==> src/rtl/pla_pkg.sv <==
// Package for the priority lock arbiter: sizes, queue cell types, status and mode codes.
// Used by pla_cell and priority_lock_arbiter_core. No dependencies.

package pla_pkg;

    localparam int QUEUE_DEPTH = 16;
    localparam int ID_BITS     = 8;
    localparam int PRI_BITS    = 3;
    localparam int CNT_BITS    = $clog2(QUEUE_DEPTH + 1);

    localparam logic MODE_ACQUIRE = 1'b0;
    localparam logic MODE_RELEASE = 1'b1;

    typedef enum logic [2:0] {
        ST_GRANTED = 3'd0,
        ST_BUSY    = 3'd1,
        ST_QUEUED  = 3'd2,
        ST_FULL    = 3'd3,
        ST_HANDED  = 3'd4,
        ST_FREED   = 3'd5
    } t_status;

    typedef struct packed {
        logic                valid;
        logic [ID_BITS-1:0]  id;
        logic [PRI_BITS-1:0] pri;
    } t_entry;

    // broadcast to every cell for one transfer
    typedef struct packed {
        logic                insert;
        logic                remove;
        logic [ID_BITS-1:0]  id;
        logic [PRI_BITS-1:0] pri;
    } t_cell_ctl;

endpackage

==> src/rtl/priority_lock_arbiter_core.sv <==
// Priority lock arbiter top level: lock owner, waiter count, output register, cell row.
// Depends on pla_pkg and pla_cell.
//
// Usage:
//   Slave channel (i_s_*) carries one operation per transfer: tuser selects acquire
//   or release, tdata holds requester id, priority and the may-wait flag.
//   Master channel (o_m_*) returns exactly one result per operation: status,
//   owner after the operation and the number of waiters.
//   The result is registered and appears in the cycle after the input transfer.
//   Throughput: one operation per cycle while the receiver is ready. The wait queue is
//   a row of cells kept sorted by priority (earliest first among equals), so the best waiter
//   always sits in the head cell and each insert or removal is a single shift step.
//   Reset (synchronous, active low) frees the lock and empties the queue; the
//   block is ready in the first cycle after reset.
//   When the receiver stalls, the result is held in the output register and the
//   slave channel is not ready until that result is transferred, or in the same
//   cycle as it is.

module priority_lock_arbiter_core
    import pla_pkg::*;
(
    input  logic        i_clk,
    input  logic        i_rst_n,
    input  logic        i_s_tvalid,
    output logic        o_s_tready,
    input  logic [15:0] i_s_tdata,   // [7:0] requester_id, [10:8] req_priority,
                                     // [11] may_wait, [15:12] zero
    input  logic        i_s_tuser,   // [0] mode
    output logic        o_m_tvalid,
    input  logic        i_m_tready,
    output logic [15:0] o_m_tdata    // [2:0] status, [10:3] owner_id, [15:11] queue_count
);

    logic [ID_BITS-1:0]  r_owner;
    logic [ID_BITS-1:0]  n_owner;
    logic [CNT_BITS-1:0] r_count;
    logic [CNT_BITS-1:0] n_count;
    logic                r_out_valid;
    t_status             r_status;
    t_status             n_status;
    logic [ID_BITS-1:0]  r_out_owner;
    logic [CNT_BITS-1:0] r_out_count;

    logic                in_xfer;
    logic [ID_BITS-1:0]  in_id;
    logic [PRI_BITS-1:0] in_pri;
    logic                in_wait;
    t_cell_ctl           cell_ctl;

    t_entry cell_entry [QUEUE_DEPTH];
    logic   cell_keep  [QUEUE_DEPTH];

    assign in_id   = i_s_tdata[ID_BITS-1:0];
    assign in_pri  = i_s_tdata[ID_BITS+PRI_BITS-1:ID_BITS];
    assign in_wait = i_s_tdata[ID_BITS+PRI_BITS];

    assign o_s_tready = !r_out_valid || i_m_tready;
    assign in_xfer    = i_s_tvalid && o_s_tready;

    always_comb begin
        n_owner         = r_owner;
        n_count         = r_count;
        n_status        = ST_BUSY;
        cell_ctl.insert = 1'b0;
        cell_ctl.remove = 1'b0;
        cell_ctl.id     = in_id;
        cell_ctl.pri    = in_pri;
        if (i_s_tuser == MODE_ACQUIRE) begin
            if (in_id == '0) begin
                n_status = ST_BUSY;
            end else if (r_owner == '0 || r_owner == in_id) begin
                n_owner  = in_id;
                n_status = ST_GRANTED;
            end else if (!in_wait) begin
                n_status = ST_BUSY;
            end else if (r_count == CNT_BITS'(QUEUE_DEPTH)) begin
                n_status = ST_FULL;
            end else begin
                cell_ctl.insert = in_xfer;
                n_count         = r_count + 1'b1;
                n_status        = ST_QUEUED;
            end
        end else begin
            if (r_count == '0) begin
                n_owner  = '0;
                n_status = ST_FREED;
            end else begin
                cell_ctl.remove = in_xfer;
                n_owner         = cell_entry[0].id;
                n_count         = r_count - 1'b1;
                n_status        = ST_HANDED;
            end
        end
    end

    for (genvar g = 0; g < QUEUE_DEPTH; g++) begin : g_cell
        t_entry prev_entry;
        logic   prev_keep;
        t_entry next_entry;

        if (g == 0) begin : g_head
            assign prev_entry = '0;
            assign prev_keep  = 1'b1;
        end else begin : g_body
            assign prev_entry = cell_entry[g-1];
            assign prev_keep  = cell_keep[g-1];
        end

        if (g == QUEUE_DEPTH - 1) begin : g_tail
            assign next_entry = '0;
        end else begin : g_inner
            assign next_entry = cell_entry[g+1];
        end

        pla_cell u_cell (
            .i_clk       (i_clk),
            .i_rst_n     (i_rst_n),
            .i_ctl       (cell_ctl),
            .i_prev      (prev_entry),
            .i_prev_keep (prev_keep),
            .i_next      (next_entry),
            .o_entry     (cell_entry[g]),
            .o_keep      (cell_keep[g])
        );
    end

    always_ff @(posedge i_clk) begin
        if (!i_rst_n) begin
            r_owner     <= '0;
            r_count     <= '0;
            r_out_valid <= 1'b0;
        end else begin
            if (in_xfer) begin
                r_owner     <= n_owner;
                r_count     <= n_count;
                r_out_valid <= 1'b1;
            end else if (i_m_tready) begin
                r_out_valid <= 1'b0;
            end
        end
    end

    always_ff @(posedge i_clk) begin
        if (in_xfer) begin
            r_status    <= n_status;
            r_out_owner <= n_owner;
            r_out_count <= n_count;
        end
    end

    assign o_m_tvalid = r_out_valid;
    assign o_m_tdata  = 16'({r_out_count, r_out_owner, r_status});

endmodule

==> src/rtl/pla_cell.sv <==
// One slot of the priority-sorted wait queue.
// Depends on pla_pkg. Shifts toward the tail on insert, toward the head on remove.

module pla_cell
    import pla_pkg::*;
(
    input  logic      i_clk,
    input  logic      i_rst_n,
    input  t_cell_ctl i_ctl,
    input  t_entry    i_prev,       // neighbor toward the head
    input  logic      i_prev_keep,  // neighbor toward the head holds its entry
    input  t_entry    i_next,       // neighbor toward the tail
    output t_entry    o_entry,
    output logic      o_keep
);

    logic                r_valid;
    logic [ID_BITS-1:0]  r_id;
    logic [PRI_BITS-1:0] r_pri;
    t_entry              n_entry;

    // equal priority stays ahead of the newcomer: arrival order among equals
    assign o_keep  = r_valid && (r_pri >= i_ctl.pri);
    assign o_entry = '{valid: r_valid, id: r_id, pri: r_pri};

    always_comb begin
        n_entry = o_entry;
        if (i_ctl.insert) begin
            if (!o_keep) begin
                if (i_prev_keep) begin
                    n_entry = '{valid: 1'b1, id: i_ctl.id, pri: i_ctl.pri};
                end else begin
                    n_entry = i_prev;
                end
            end
        end else if (i_ctl.remove) begin
            n_entry = i_next;
        end
    end

    always_ff @(posedge i_clk) begin
        if (!i_rst_n) begin
            r_valid <= 1'b0;
        end else begin
            r_valid <= n_entry.valid;
        end
    end

    always_ff @(posedge i_clk) begin
        r_id  <= n_entry.id;
        r_pri <= n_entry.pri;
    end

endmodule

==> config.mk <==
export PLATFORM = sky130hd
export DESIGN_NAME = priority_lock_arbiter_core
export DESIGN_NICKNAME = d
export VERILOG_FILES = /design/src/rtl/pla_pkg.sv /design/src/rtl/priority_lock_arbiter_core.sv /design/src/rtl/pla_cell.sv
export SDC_FILE = /design/constraint.sdc
export NUM_CORES = 1
export LEC_CHECK = 0
export BUFFER_PORTS_ARGS = -buffer_cell sky130_fd_sc_hd__buf_2
export CAP_MARGIN = 20
export CORE_MARGIN = 2
export CORE_UTILIZATION = 57
export CTS_BUF_LIST = sky130_fd_sc_hd__clkbuf_4 sky130_fd_sc_hd__clkbuf_8 sky130_fd_sc_hd__clkbuf_16
export CTS_CLUSTER_DIAMETER = 120
export DETAILED_ROUTE_END_ITERATION = 7
export PLACE_DENSITY_LB_ADDON = 0.3
export SLEW_MARGIN = 20
export SYNTH_ARGS = -nofsm -noshare
export SYNTH_HDL_FRONTEND = slang
export SYNTH_SLANG_ARGS = --single-unit
==> constraint.sdc <==
create_clock -name i_clk -period 3 [get_ports i_clk]
set_clock_uncertainty 0.2 [all_clocks]
set_input_delay 0.6 -clock i_clk [delete_from_list [all_inputs] [get_ports i_clk]]
set_output_delay 0.6 -clock i_clk [all_outputs]
set_load 0.02 [all_outputs]
; After elaboration in Yosys (flattened, before gate mapping)
; Cells that the tools add are included.
[totals]
reg_bits = 222
elab_cells = 219
input_bits = 21
out_inout_bits = 18
[op_classes]
add_sub_neg = 2
n_reduce_logical = 41
eq_ne = 18
mux = 88
n_lt_le_gt_ge = 16
[ops]
columns = cell, count
row1 = 12-bit 2-to-1 mux, 63
row2 = 3-bit greater-or-equal comparator, 16
row3 = 8-bit 2-to-1 mux, 4
row4 = "2-bit inequality test, second input constant", 16
row5 = 2-bit AND reduction, 16
row6 = 5-bit 2-to-1 mux, 6
row7 = 1-bit logical AND, 17
row8 = 8-bit zero test, 2
row9 = 1-bit 2-to-1 mux, 11
row10 = 8-bit == test, 1
row11 = 2-bit 2-to-1 mux, 3
row12 = "5-bit by 1-bit adder with 5-bit output, second input constant", 1
row13 = "5-bit == test, second input constant", 1
row14 = 5-bit zero test, 1
row15 = "5-bit by 1-bit subtractor with 5-bit output, second input constant", 1
row16 = 2-bit nonzero test, 2
row17 = 3-bit 2-to-1 mux, 1
row18 = 1-bit logical OR, 2
row19 = 1-bit zero test, 1

; Longest topological paths before layout
; Gate-level depths: netlist (run 1).
[logic_depth]
word_depth = 10
ltp_mapped = 12
mapped_depth_nobuf = 8

; By module
; Synthesis (run 1) repeated with hierarchy kept, for this count alone.
[unflattened]
cells_unflattened = 1240
area_unflattened_um2 = 13055.0
[by_module_without_submodules]
columns = mod, area_per_inst_um2, cells_each, instances
row1 = pla_cell, 713.2, 67, 16
row2 = priority_lock_arbiter_core, 1644.1, 168, 1

; Worst setup path after synthesis (run 1)
; OpenSTA, ideal clock, no wires.
[synth_timing]
path_type = input to register
from = input i_s_tdata[9]
to = register g_cell[0].u_cell.r_id[0] (enable)
path_stages = 9
setup_slack_ps = -264
t_arrival_ps = 2720
path_buffers = 2
t_required_ps = 2455
path_cell_list = clkbuf_1 inv_1 ha_1 a21oi_1 nor2b_1 o21ai_1 clkbuf_1 nand2_1 nand2_1
[synth_between]
elab_chain_len = 4
[synth_lines]
columns = item, line_no
row1 = from (decl), priority_lock_arbiter_core.sv:26  ; input logic [15:0] i_s_tdata,
row2 = 3-bit greater-or-equal comparator, pla_cell.sv:23  ; assign o_keep = r_valid && (r_pri >= i_ctl.pri);
row3 = 1-bit logical AND, pla_cell.sv:23
row4 = 2-bit inequality test (no line), n/a
row5 = 2-bit AND reduction (no line), n/a
row6 = to (signal assigned), pla_cell.sv:50  ; r_id <= n_entry.id;
row7 = to (decl), pla_cell.sv:18  ; logic [ID_BITS-1:0] r_id;
; No other way between the ends.
; A chain may end at the register's enable or synchronous reset.

==> out/results.ini, run 1 <==
[clock_tree]
clock_latency_ns = 0.52
cts_resized = 0
postCtsSetupRepairBufs = 0
cts-htree-levels = 1
cts.path.max_buffers = 3
cts_buffers = 24
clkTransAtPathRegs_ns = 0.06
cts_tree = yes
cts.sinks = 222
cts-root-buf = clkbuf_16
holdBufCountCts = 0

[worst_setup_path]
path_depth = 8
required_ns = 3.03
arrival_ns = 2.84
max_stage_delay_ns = 0.48
cpMostUsedCell = nand2_1
path_delay_family = simple AND/OR/NAND/NOR gates
crit_slowest_cell = or4_4
critPathKind = flop to flop
reg2regPathDepth = 8
crit_path_end_kind = flop
path_cells = inv_1 -> ha_1 -> nand3_1 -> nand2_1 -> or4_4 -> buf_12 -> nand2_1 -> o21ai_1
worstPathMaxFanout = 189
crit_buf_inv = 2
start_kind = flop

[drt]
drc_errors = 0
antenna_left = 0
drt_iter0_drc = 770
drtPass1Iterations = 5
wirelength_um = 28400
viasPerCell = 5.878
vias = 8670
wl_per_cell_um = 19.25

[grt]
grt_pass1_vias = 8300
grt_pass1_wl_um = 44550
grt_use_total = 0.2518
grt_start_max_net_pins = 190
antenna_found_initial = 0
grt_overflow = 0

[logic_synthesis]
synth_area_um2 = 12320
syn-num-nets = 1225
synth_top_cells_by_area = edfxtp_1 47%, mux2i_1 14%, nand2_1 6.9%
synth_edf_count = 192
synthFlopType = edfxtp_1
avgSynthCellArea_um2 = 10.68
synth.most_common_cell = nand2_1
ys_top_cells_by_count = 226 x nand2_1, 192 x edfxtp_1, 167 x mux2i_1
synthArstFlopShare = 0
synth-seq-cells = 222
synth_top_area_frac = 0.4680
yosysSeqAreaShare = 0.5168
synthCells = 1154
yosysTopAreaCell = edfxtp_1
yosysUniqueCellTypes = 44
yosys_warnings = 0

[timing]
finalCriticalPeriod_ns = 2.807
worst_pin_slew_ns = 0.8059
post-route-period-util = 0.9356
fmax_ghz = 0.3563
setup_ws_ns = 0.1931
hold_viol = 0
rsz0062_at_grt = no
drv_slew = 0
max-slew-margin-rel = 0.4628
tns_ns = 0
holdWs_ns = 0.1344
finalSetupViolCount = 0

[power_and_ir_drop]
p_leak_nw = 6.462
power_density_nw_per_um2 = 640.3
ir_drop_mv = 0.3602

[floorplanning]
die_w_um = 151.0
rows = 53
core_area_um2 = 21090
start_util = 0.5842
pin_count = 39
dieArea_um2 = 22810
die_y_um = 151.0

[placement]
place.gp.congestion = 0.8142
pre_cts_ws_ns = -0.1705
placed_cell_area_um2 = 12950
io_buffers = 34
hpwl_um = 19070

[finish]
nets = 1253
num_antenna_cells = 0
areaGrowthSynthToFinish_pct = 11.44
fin_area_um2 = 13730
final_layout_size_suffix_gt1_frac = 0.1250

[min_path]
whs_path_depth = 3
hold_class = input pin to flop

[run_status]
outcome = finished clean

[flow_run]
cap_violations = 0

==> registers in the layout, summed over array words and instances (netlist names) <==
register               cells
r_status                   3
r_owner                    8
g_cell.u_cell.r_pri       48
r_out_count                5
r_count                    5
o_m_tvalid                 1
g_cell.u_cell.r_valid     16
r_out_owner                8
g_cell.u_cell.r_id       128
==> per-layer routing <==
metal	wire (um)	GRT usage	up-vias
met2	13010	0.4095	290
met5	0	0	-
met4	1075	0.09813	0
li1	-	-	4243
met3	1567	0.02741	62
met1	12740	0.3488	4075
==> where the power goes <==
| part | total [mW] | internal [mW] | switching (mW) |
|---|---|---|---|
| Sequential | 4.08 | 3.86 | 0.226 |
| Combinational | 1.79 | 0.727 | 1.06 |
| Clock | 2.92 | 1.68 | 1.25 |
| Total | 8.79 | 6.26 | 2.53 |
==> cell type report <==
class | instances | area [um^2]
sequential | 222 | 6366
clock inverter | 15 | 112.6
inverter | 24 | 96.34
clock buffer | 29 | 668.1
fill | 1585 | 7360
timing repair buffer | 94 | 783.3
multi-input combinational | 816 | 5358
tap | 275 | 344.1
==> worst paths after layout <==
kind,from,end,slack (ns)
max,r_count[0],g_cell[8].u_cell.r_id[0],0.19
min,i_s_tvalid,o_m_tvalid,0.13
max reg2reg,r_count[0],g_cell[8].u_cell.r_id[0],0.19
min reg2reg,g_cell[14].u_cell.r_valid,g_cell[15].u_cell.r_valid,0.31
==> tightest hold or removal path, stage by stage <==
cell,delay [ns]
buf_2,0.10
inv_1,0.04
a21oi_1,0.05
==> stage by stage <==
stage,util,power (mW),instances
after detailed placement,0.6140,5.907,1431
final,0.6510,8.790,1475
after global routing,0.6510,9.160,1475
after CTS,0.6510,8.809,1475
after global placement,0.6140,5.826,1431
after floorplan,-,5.340,1154
==> cell usage in the layout (no fill, tap or decap), types with 24 or more instances in the layout <==
| master | synthesis | layout |
|---|---|---|
| nand2_1 | 226 | 224 |
| edfxtp_1 | 192 | 192 |
| mux2i_1 | 167 | 167 |
| o21ai_1 | 113 | 127 |
| o21ai_0 | 65 | 51 |
| ha_1 | 50 | 50 |
| buf_4 | 7 | 47 |
| buf_2 | 16 | 34 |
| dfxtp_1 | 30 | 30 |
| a21o_1 | 25 | 25 |
| clkbuf_16 | 0 | 25 |
| a21oi_1 | 24 | 24 |
==> cell families after synthesis <==
logic type | Yosys count | synth area share
xor+xnor | 11 | 0.007820
flops | 222 | 0.5168
simple gates | 313 | 0.1084
mux | 168 | 0.1366
buf+inv | 116 | 0.04946
fa+ha+maj | 50 | 0.05078
compound gates | 274 | 0.1302
Note: power is estimated with default switching activity, not from simulation.
==> run 2: changes to the inputs <==
Settings changed: CTS_CLUSTER_SIZE from default to 40, PLACE_DENSITY_LB_ADDON 0.3 to 0.15.
==> out/results.ini, run 2 (synthesis results as in run 1) <==
[run_status]
outcome = finished clean

[clock_tree]
cts.path.max_buffers = 3  ; unchanged
cts_buffers = 9  ; -63%
cts.sinks = 222  ; unchanged
cts-htree-levels = 1  ; unchanged
postCtsSetupRepairBufs = 0  ; unchanged
clkTransAtPathRegs_ns = 0.14  ; +0.08 ns
cts_resized = 0  ; unchanged
cts-root-buf = clkbuf_16
cts_tree = yes
clock_latency_ns = 0.48  ; -0.04 ns
holdBufCountCts = 0  ; unchanged

[grt]
antenna_found_initial = 0  ; unchanged
grt_start_max_net_pins = 180  ; -5.3%
grt_pass1_wl_um = 44040  ; -1.2%
grt_overflow = 0  ; unchanged
grt_pass1_vias = 8145  ; -1.9%
grt_use_total = 0.2475  ; -0.004268

[timing]
tns_ns = 0  ; unchanged
max-slew-margin-rel = 0.5201  ; +0.05737
finalCriticalPeriod_ns = 2.786  ; -0.02128 ns
post-route-period-util = 0.9286  ; -0.007092
fmax_ghz = 0.3590  ; +0.76%
worst_pin_slew_ns = 0.7198  ; -0.08606 ns
hold_viol = 0  ; unchanged
holdWs_ns = 0.1433  ; +0.008949 ns
rsz0062_at_grt = no
drv_slew = 0  ; unchanged
finalSetupViolCount = 0  ; unchanged

[floorplanning]
pin_count = 39  ; unchanged
core_area_um2 = 21090  ; unchanged
start_util = 0.5842  ; unchanged
die_w_um = 151.0  ; unchanged
die_y_um = 151.0  ; unchanged
rows = 53  ; unchanged
dieArea_um2 = 22810  ; unchanged

[worst_setup_path]
path_cells = inv_1 -> ha_1 -> or3b_2 -> o21ai_2 -> nor2_2 -> buf_12 -> a21o_1 -> buf_4 -> a311oi_1
crit_path_end_kind = flop
crit_slowest_cell = or3b_2
required_ns = 3.19  ; +0.16 ns
start_kind = flop
max_stage_delay_ns = 0.53  ; +0.05 ns
worstPathMaxFanout = 16  ; -92%
arrival_ns = 2.98  ; +0.14 ns
critPathKind = flop to flop

[flow_run]
cap_violations = 0  ; unchanged

[finish]
largest_register_ffs = 128  ; unchanged
num_antenna_cells = 0  ; unchanged
nets = 1244  ; -0.72%
mostFrequentLayoutCell = nand2_1
areaGrowthSynthToFinish_pct = 7.668
reg_top3 = g_cell.u_cell.r_id x128, g_cell.u_cell.r_pri x48, g_cell.u_cell.r_valid x16
final_layout_size_suffix_gt1_frac = 0.1089  ; -0.01606
largest_register = g_cell.u_cell.r_id
final_cell_mix = 224 x nand2_1, 192 x edfxtp_1, 167 x mux2i_1
fill_cells = 1743  ; +10%

[power_and_ir_drop]
p_sw_mw = 2.224  ; -12%
p_clk_frac = 0.216  ; -0.116
combPwrFrac = 0.239  ; +0.036
p_seq_frac = 0.545  ; +0.081
ir_drop_mv = 0.3764  ; +4.5%
swShare = 0.2978  ; +0.009898
p_leak_nw = 6.253  ; -3.2%
intPower_mw = 5.245  ; -16%
power_density_nw_per_um2 = 563.1  ; -12%

[placement]
io_buffers = 34  ; unchanged
place.gp.congestion = 0.8089  ; -0.65%
hpwl_um = 19070  ; about the same

[drt]
drt_iter0_drc = 706  ; -8.3%
wl_per_cell_um = 19.09  ; -0.85%
drc_errors = 0  ; unchanged
drtPass1Iterations = 5  ; unchanged
viasPerCell = 5.868  ; -0.18%
vias = 8508  ; -1.9%
antenna_left = 0  ; unchanged
wirelength_um = 27680  ; -2.5%

[min_path]
hold_class = input pin to flop

run 2: area by class of cell:
cell class / instances / area, um^2 / area share
flip-flops and latches: 222 / 6366 / 0.4800
well taps: 275 / 344.1 / 0.02594
repair buffers: 100 / 815.8 / 0.06150
clock buffers: 10 / 232.7 / 0.01755
multi-input cells: 816 / 5358 / 0.4039
clock inverters: 3 / 51.30 / 0.003868
inverters: 24 / 96.34 / 0.007263
run 2: worst paths after layout:
path	from	endpoint	slack (ns)	cells past startpoint
hold / removal	i_s_tvalid	o_m_tvalid	0.14	3
setup / recovery	r_count[0]	g_cell[4].u_cell.r_valid	0.21	9
setup reg to reg	r_count[0]	g_cell[4].u_cell.r_valid	0.21	9
hold reg to reg	g_cell[14].u_cell.r_valid	g_cell[15].u_cell.r_valid	0.32	2
run 2: worst max-delay path: cells and delay by family (launching register included):
family                   cells  cell delay [ns]
AND/OR/NAND/NOR              2             0.70
AO/OA/AOI/OAI                3             0.63
buffers and inverters        3             0.47
flip-flops                   1             0.39
adder cells (fa/ha/maj)      1             0.30
run 2: power by group through the flow:
| stage | combinational (mW) | clock [mW] | sequential (mW) |
|---|---|---|---|
| 2_1_floorplan | 1.24 | 0 | 4.10 |
| 4_1_cts | 1.79 | 1.63 | 4.07 |
| 6_report | 1.78 | 1.61 | 4.07 |
| 3_3_place_gp | 1.72 | 0 | 4.13 |
| 3_5_place_dp | 1.78 | 0 | 4.14 |
| 5_1_grt | 1.99 | 1.73 | 4.11 |
run 2: stage by stage:
step	power [mW]	std cells	util	worst slack, ns	cell area [um^2]
2_1_floorplan	5.340	1154	-	0.04024	12350
3_3_place_gp	5.848	1437	0.6155	0.1410	12980
3_5_place_dp	5.918	1437	0.6155	0.08272	12980
4_1_cts	7.490	1450	0.6290	0.2324	13260
5_1_grt	7.827	1450	0.6290	0.009051	13260
6_report	7.469	1450	0.6290	0.2143	13260
run 2: metal layers:
layer / global-route usage / share of wire / vias up
met5: 0 / 0 / -
met4: 0.06963 / 0.027 / 0
met3: 0.02018 / 0.046 / 42
met2: 0.3889 / 0.45 / 233
met1: 0.3710 / 0.48 / 4021
li1: - / - / 4212
